===== config.mk =====
export PLATFORM = sky130hd
export DESIGN_NAME = utf8_stream_decoder_core_flat
export DESIGN_NICKNAME = d
export VERILOG_FILES = /design/src/rtl/u8d_pkg.sv /design/src/rtl/u8d_if.sv /design/src/rtl/utf8_stream_decoder_core.sv /design/src/flat_wrapper.sv
export SDC_FILE = /design/constraint.sdc
export NUM_CORES = 1
export LEC_CHECK = 0
export BUFFER_PORTS_ARGS = -buffer_cell sky130_fd_sc_hd__buf_4
export CAP_MARGIN = 20
export CORE_ASPECT_RATIO = 1.1
export CORE_UTILIZATION = 43
export CTS_BUF_LIST = sky130_fd_sc_hd__clkbuf_8
export DETAILED_ROUTE_END_ITERATION = 16
export GPL_ROUTABILITY_DRIVEN = 0
export PLACE_DENSITY = 0.69
export SYNTH_ARGS = -nofsm -noshare
export SYNTH_HDL_FRONTEND = slang
export SYNTH_SLANG_ARGS = --single-unit

===== constraint.sdc =====
create_clock -name clk -period 5.32 [get_ports clk]
set_input_delay 0.532 -clock clk [delete_from_list [all_inputs] [get_ports clk]]
set_output_delay 0.532 -clock clk [all_outputs]
set_load 0.01 [all_outputs]

===== src/rtl/u8d_pkg.sv =====
// Shared widths, byte-class codes and the byte classifier for the UTF-8 stream decoder.
// No dependencies; imported by the channel interfaces and the core.
package u8d_pkg;

  localparam int BYTE_W = 8;
  localparam int CP_W   = 31;
  localparam int PEND_W = 3;

  typedef logic [BYTE_W-1:0] byte_t;
  typedef logic [CP_W-1:0]   cp_t;
  typedef logic [PEND_W-1:0] pend_t;

  // byte class = number of leading ones
  typedef logic [3:0] cls_t;
  localparam cls_t CLS_ASCII = 4'd0;
  localparam cls_t CLS_CONT  = 4'd1;
  localparam cls_t CLS_LEAD2 = 4'd2;
  localparam cls_t CLS_LEAD3 = 4'd3;
  localparam cls_t CLS_LEAD4 = 4'd4;
  localparam cls_t CLS_LEAD5 = 4'd5;
  localparam cls_t CLS_LEAD6 = 4'd6;
  localparam cls_t CLS_FE    = 4'd7;
  localparam cls_t CLS_FF    = 4'd8;

  localparam pend_t PEND_MAX = 3'd5;

  function automatic cls_t byte_class(byte_t b);
    cls_t c;
    priority casez (b)
      8'b0???????: c = CLS_ASCII;
      8'b10??????: c = CLS_CONT;
      8'b110?????: c = CLS_LEAD2;
      8'b1110????: c = CLS_LEAD3;
      8'b11110???: c = CLS_LEAD4;
      8'b111110??: c = CLS_LEAD5;
      8'b1111110?: c = CLS_LEAD6;
      8'b11111110: c = CLS_FE;
      default:     c = CLS_FF;
    endcase
    return c;
  endfunction

endpackage


===== src/rtl/u8d_if.sv =====
// Valid/ready channels of the UTF-8 stream decoder: byte words in, code points out.
// Depends on u8d_pkg.
interface u8d_byte_if;
  import u8d_pkg::*;
  logic  valid;
  logic  ready;
  byte_t in_byte;
  modport source (output valid, output in_byte, input ready);
  modport sink   (input valid, input in_byte, output ready);
endinterface

interface u8d_cp_if;
  import u8d_pkg::*;
  logic valid;
  logic ready;
  cp_t  code_point;
  modport source (output valid, output code_point, input ready);
  modport sink   (input valid, input code_point, output ready);
endinterface


===== src/rtl/utf8_stream_decoder_core.sv =====
// UTF-8 stream decoder core, one to six byte lead forms.
// The last byte of a sequence passes the input reg and then the result reg before its code
// point is offered; an unaccepted word in the result reg can hold it in the input reg.
// Throughput: one byte word per cycle; a byte with a result stalls only while the
// result reg holds an unaccepted word. The accumulator/pending-count update is
// combinational between the input register and the state registers.
// Reset (synchronous, rst high): both stages empty, accumulator and count zero.
// Depends on u8d_pkg and u8d_if.
module utf8_stream_decoder_core (
  input logic      clk,
  input logic      rst,
  u8d_byte_if.sink bytes,
  u8d_cp_if.source points
);
  import u8d_pkg::*;

  // input stage
  logic  s1_valid;
  byte_t s1_byte;

  // decoder state
  cp_t   acc, acc_next;
  pend_t pend, pend_next;

  // result stage
  logic out_valid;
  cp_t  out_cp;

  cls_t cls;
  logic emit;
  cp_t  emit_cp;
  cp_t  cont_bits;
  logic process;

  always_comb begin
    cls       = byte_class(s1_byte);
    acc_next  = acc;
    pend_next = pend;
    emit      = 1'b0;
    emit_cp   = cp_t'(s1_byte);
    cont_bits = '0;
    unique case (pend)
      3'd1:    cont_bits = cp_t'(s1_byte[5:0]);
      3'd2:    cont_bits = cp_t'({s1_byte[5:0], 6'b0});
      3'd3:    cont_bits = cp_t'({s1_byte[5:0], 12'b0});
      3'd4:    cont_bits = cp_t'({s1_byte[5:0], 18'b0});
      3'd5:    cont_bits = cp_t'({s1_byte[5:0], 24'b0});
      default: cont_bits = '0;
    endcase
    unique case (cls)
      CLS_LEAD2: begin
        acc_next  = cp_t'({s1_byte[4:0], 6'b0});
        pend_next = 3'd1;
      end
      CLS_LEAD3: begin
        acc_next  = cp_t'({s1_byte[3:0], 12'b0});
        pend_next = 3'd2;
      end
      CLS_LEAD4: begin
        acc_next  = cp_t'({s1_byte[2:0], 18'b0});
        pend_next = 3'd3;
      end
      CLS_LEAD5: begin
        acc_next  = cp_t'({s1_byte[1:0], 24'b0});
        pend_next = 3'd4;
      end
      CLS_LEAD6: begin
        acc_next  = cp_t'({s1_byte[0], 30'b0});
        pend_next = 3'd5;
      end
      CLS_CONT: begin
        if (pend != '0 && pend <= PEND_MAX) begin
          acc_next  = acc | cont_bits;
          pend_next = pend - 3'd1;
          emit      = (pend == 3'd1);
          emit_cp   = acc | cont_bits;
        end else begin
          // stray continuation: raw value
          acc_next  = cp_t'(s1_byte);
          pend_next = '0;
          emit      = 1'b1;
        end
      end
      default: begin
        // ASCII, 0xFE, 0xFF: raw value, partial sequence dropped
        acc_next  = cp_t'(s1_byte);
        pend_next = '0;
        emit      = 1'b1;
      end
    endcase
  end

  // a byte with no result never waits on the output side
  assign process     = s1_valid && (!emit || !out_valid || points.ready);
  assign bytes.ready = !s1_valid || process;

  always_ff @(posedge clk) begin
    if (rst) begin
      s1_valid  <= 1'b0;
      out_valid <= 1'b0;
      acc       <= '0;
      pend      <= '0;
    end else begin
      if (bytes.ready) begin
        s1_valid <= bytes.valid;
      end
      if (process) begin
        acc  <= acc_next;
        pend <= pend_next;
      end
      if (process && emit) begin
        out_valid <= 1'b1;
      end else if (points.ready) begin
        out_valid <= 1'b0;
      end
    end
  end

  always_ff @(posedge clk) begin
    if (bytes.valid && bytes.ready) begin
      s1_byte <= bytes.in_byte;
    end
    if (process && emit) begin
      out_cp <= emit_cp;
    end
  end

  assign points.valid      = out_valid;
  assign points.code_point = out_cp;

  a_pend_range: assert property (@(posedge clk) disable iff (rst) pend <= PEND_MAX)
    else $error("pending count out of range");

  a_stall_blocks_input: assert property (@(posedge clk) disable iff (rst)
    (s1_valid && !process) |-> !bytes.ready)
    else $error("input accepted while input stage stalled");

  a_no_overwrite: assert property (@(posedge clk) disable iff (rst)
    (out_valid && !points.ready) |=> (out_valid && $stable(out_cp)))
    else $error("pending result lost or overwritten");

  a_lead_silent: assert property (@(posedge clk) disable iff (rst)
    (process && cls >= CLS_LEAD2 && cls <= CLS_LEAD6 && !(out_valid && !points.ready))
      |=> !out_valid)
    else $error("lead byte produced a result");

endmodule

===== src/flat_wrapper.sv =====
// flat-port wrapper written by rule: the top's interface ports become plain ports
module utf8_stream_decoder_core_flat import u8d_pkg::*;
  (clk, rst, bytes_valid, bytes_in_byte, bytes_ready, points_valid, points_code_point, points_ready);
  u8d_byte_if bytes_i ();
  u8d_cp_if points_i ();
  input logic clk;
  input logic rst;
  input wire logic [$bits(bytes_i.valid)-1:0] bytes_valid;
  input wire logic [$bits(bytes_i.in_byte)-1:0] bytes_in_byte;
  output wire logic [$bits(bytes_i.ready)-1:0] bytes_ready;
  output wire logic [$bits(points_i.valid)-1:0] points_valid;
  output wire logic [$bits(points_i.code_point)-1:0] points_code_point;
  input wire logic [$bits(points_i.ready)-1:0] points_ready;
  assign bytes_i.valid = bytes_valid;
  assign bytes_i.in_byte = bytes_in_byte;
  assign bytes_ready = bytes_i.ready;
  assign points_valid = points_i.valid;
  assign points_code_point = points_i.code_point;
  assign points_i.ready = points_ready;
  utf8_stream_decoder_core u_core (.clk(clk), .rst(rst), .bytes(bytes_i), .points(points_i));
endmodule

==> out/results.ini <==
[layout]
postLayoutCoreUtil=0.515
fillers=692
num_antenna_cells=0
drive_gt1_frac=0.211
num-nets-final=353
synthToLayoutAreaGrowth_pct=16.8
instances_no_fill=428

[sta]
finalCritPeriodShare=0.614
drv_slew=0
fin_setup_tns_ps=0
skew_ps=5.17
min_period_ps=3270
worst_slew_pin_slew_ps=935
hold_viol=0
setup_viol=0
slew_headroom=0.376
fmax_mhz=306
grt_setup_unrepaired=false

[floorplanning]
io_pins=45
dieArea_um2=7970
fp.coreArea_um2=7430
rows=33
dieHeight_um=93.6
start_util=0.441
die_w_um=85.2

[power_and_ir_drop]
seqPwrFrac=0.535
internal_power_uw=928
vdd_drop_max_uv=128
p_sw_frac=0.233
p_leak_uw=0.00135
switching_power_uw=282
p_per_area_nw_per_um2=316
comb_power_share=0.085
clockPowerShare=0.379

[critical_path]
slowest_delay_ps=690
arrival_ps=2730
worst-setup-path-type=reg -> out
crit_path_top_delay_cell=o31ai_1
crit_path_cell_trace=inv_1 > ha_1 > nor3_4 > a211oi_1 > o31ai_1 > or2_2 > buf_4
end_kind=output pin
cp-start-kind=flop
crit_required_ps=4790
critPathMaxFanout=7

[global_route]
grtUsageMet1=0.240
antenna_found_initial=0
met2_usage=0.294
track_usage=0.183
busiest_layer=met2
met3_usage=0.0371
first_global_vias=2202
grt_pass1_wl_um=11200
overflow=0
grt_max_degree=32

[job]
max_cap_violations=0

[clock_tree]
cts_tree=done
postCtsHoldBufs=0
cts_setup_buffers=0
clkLatencyLatePin_ps=340
clock_path_buffers=2
clkSinkCount=75
cts_resized=0
clkTransAtPathRegs_ps=70
htree_levels=3
root_buffer=clkbuf_8
cts_buffers=9

[logic_synthesis]
syn_inst=303
synth_seq_cells=75
seq_area_frac_synth=0.577
synthTopCellsByArea=edfxtp_1 (36%), dfxtp_1 (22%), a21oi_1 (5.7%)
synth_edf_count=39
async_flop_share=0
synth_fp_nets=320
synth.avg_cell_area_um2=10.8
synth_warnings=0
synthFlopType=edfxtp_1
netlist.top_cell.by_area=edfxtp_1
syn-cell-area_um2=3280
netlist.area_leader.share=0.357
synthDistinctLibCells=46

[detailed_routing]
drc=0
wirelength_um=6830
vias_per_cell=5.67
routedWlPerCell_um=15.9
route.vias.total=2427
ant_nets=0
drtIter0Drc=207
drt_first_pass_iters=4

[place]
portBuffers=44
post-dp-hpwl_um=4570
dp.cells=412

[hold_path]
worstHoldPathType=in -> reg

[outcome]
status=complete, no violations

[synthesized netlist by cell type (2+ instances only)]
cell	instances
o32ai_1	11
a21oi_1	37
nor2b_1	5
nand2b_1	11
a211oi_1	6
nor3_2	2
o21ai_0	6
buf_1	4
buf_2	4
a2111oi_4	2
a31oi_1	10
nand3_1	6
ha_1	5
inv_1	13
nor2_1	38
dfxtp_1	36
a22o_1	11
edfxtp_1	39
nor3_1	2
clkbuf_1	12
and2_1	5
or2_2	2
nand2_1	11
buf_6	3
[cells in the final DEF (no fill, tap or decap), drive strengths merged, types with 2 or more instances in the layout]
| master | instances |
|---|---|
| nand2 | 11 |
| o21ai | 7 |
| o21bai | 2 |
| a211oi | 6 |
| or4b | 2 |
| bufinv | 2 |
| nand3 | 6 |
| a22o | 11 |
| clkbuf | 9 |
| inv | 15 |
| nor3 | 5 |
| a21oi | 37 |
| or2 | 2 |
| nor2b | 5 |
| clkinv | 3 |
| a31oi | 10 |
| a2111oi | 2 |
| and2 | 5 |
| nor2 | 39 |
| nand2b | 11 |
| edfxtp | 39 |
| dfxtp | 36 |
| buf | 46 |
| o32ai | 11 |
| ha | 5 |
[state kept, by name (all words and copies together), names as in the netlist]
| name | flops |
|---|---|
| u_core.s1_byte | 8 |
| u_core.points.valid | 1 |
| u_core.points.code_point | 31 |
| u_core.pend | 3 |
| u_core.acc | 31 |
| u_core.s1_valid | 1 |
[path summary, 6_finish.rpt]
check,endpoint,depth (start not counted),startpoint,slack (ps)
worst max-delay path,bytes_ready,7,u_core.pend[0],2050
worst min-delay path,u_core.s1_byte[3],1,bytes_in_byte[3],360
worst max register to register,u_core.s1_byte[7],7,u_core.pend[0],2400
worst min register to register,u_core.acc[7],2,u_core.acc[7],470
[critical path: cells and delay by family, from the launching register on]
family          cells  cell delay, ps
fa+ha+maj           1             320
buf+inv             2             270
flops               1             460
compound gates      2             810
simple gates        2             530
[final cells by class]
type	count	area [um^2]	area share
sequential	75	1890	0.494
timing repair buffer	46	345	0.0903
clock buffer	9	124	0.0324
multi-input combinational	191	1220	0.319
clock inverter	7	85.1	0.0222
inverter	13	48.8	0.0128
tap	87	109	0.0284
[logic make-up (layout without fill, tap and decap cells)]
family,Yosys count,count (layout),synth area share
compound gates,97,97,0.214
simple gates,89,89,0.138
flops,75,75,0.577
buf+inv,37,75,0.0519
fa+ha+maj,5,5,0.0191
[power groups by stage]
stage	registers [uW]	logic (uW)	clock network (uW)
after global routing	650	112	493
after global placement	660	101	0
after CTS	648	103	468
after detailed placement	661	103	0
after floorplan	654	72.2	0
final	648	103	459
[layer usage]
layer	up-vias	share of wire
met5	-	0
met4	0	0.018
met3	10	0.051
met2	93	0.48
met1	1141	0.45
li1	1183	-
[metrics by stage]
| step | total power [uW] | setup WS (ps) | hold slack, ps | instance area, um^2 |
|---|---|---|---|---|
| 3_5_place_dp | 763 | 2410 | 455 | 3620 |
| 6_report | 1210 | 2050 | 358 | 3830 |
| 5_1_grt | 1260 | 1820 | 347 | 3830 |
| 3_3_place_gp | 761 | 2550 | 447 | 3620 |
| 2_1_floorplan | 726 | 2070 | 437 | 3280 |
| 4_1_cts | 1220 | 2030 | 347 | 3830 |
Note: power is estimated with default switching activity, not from simulation.
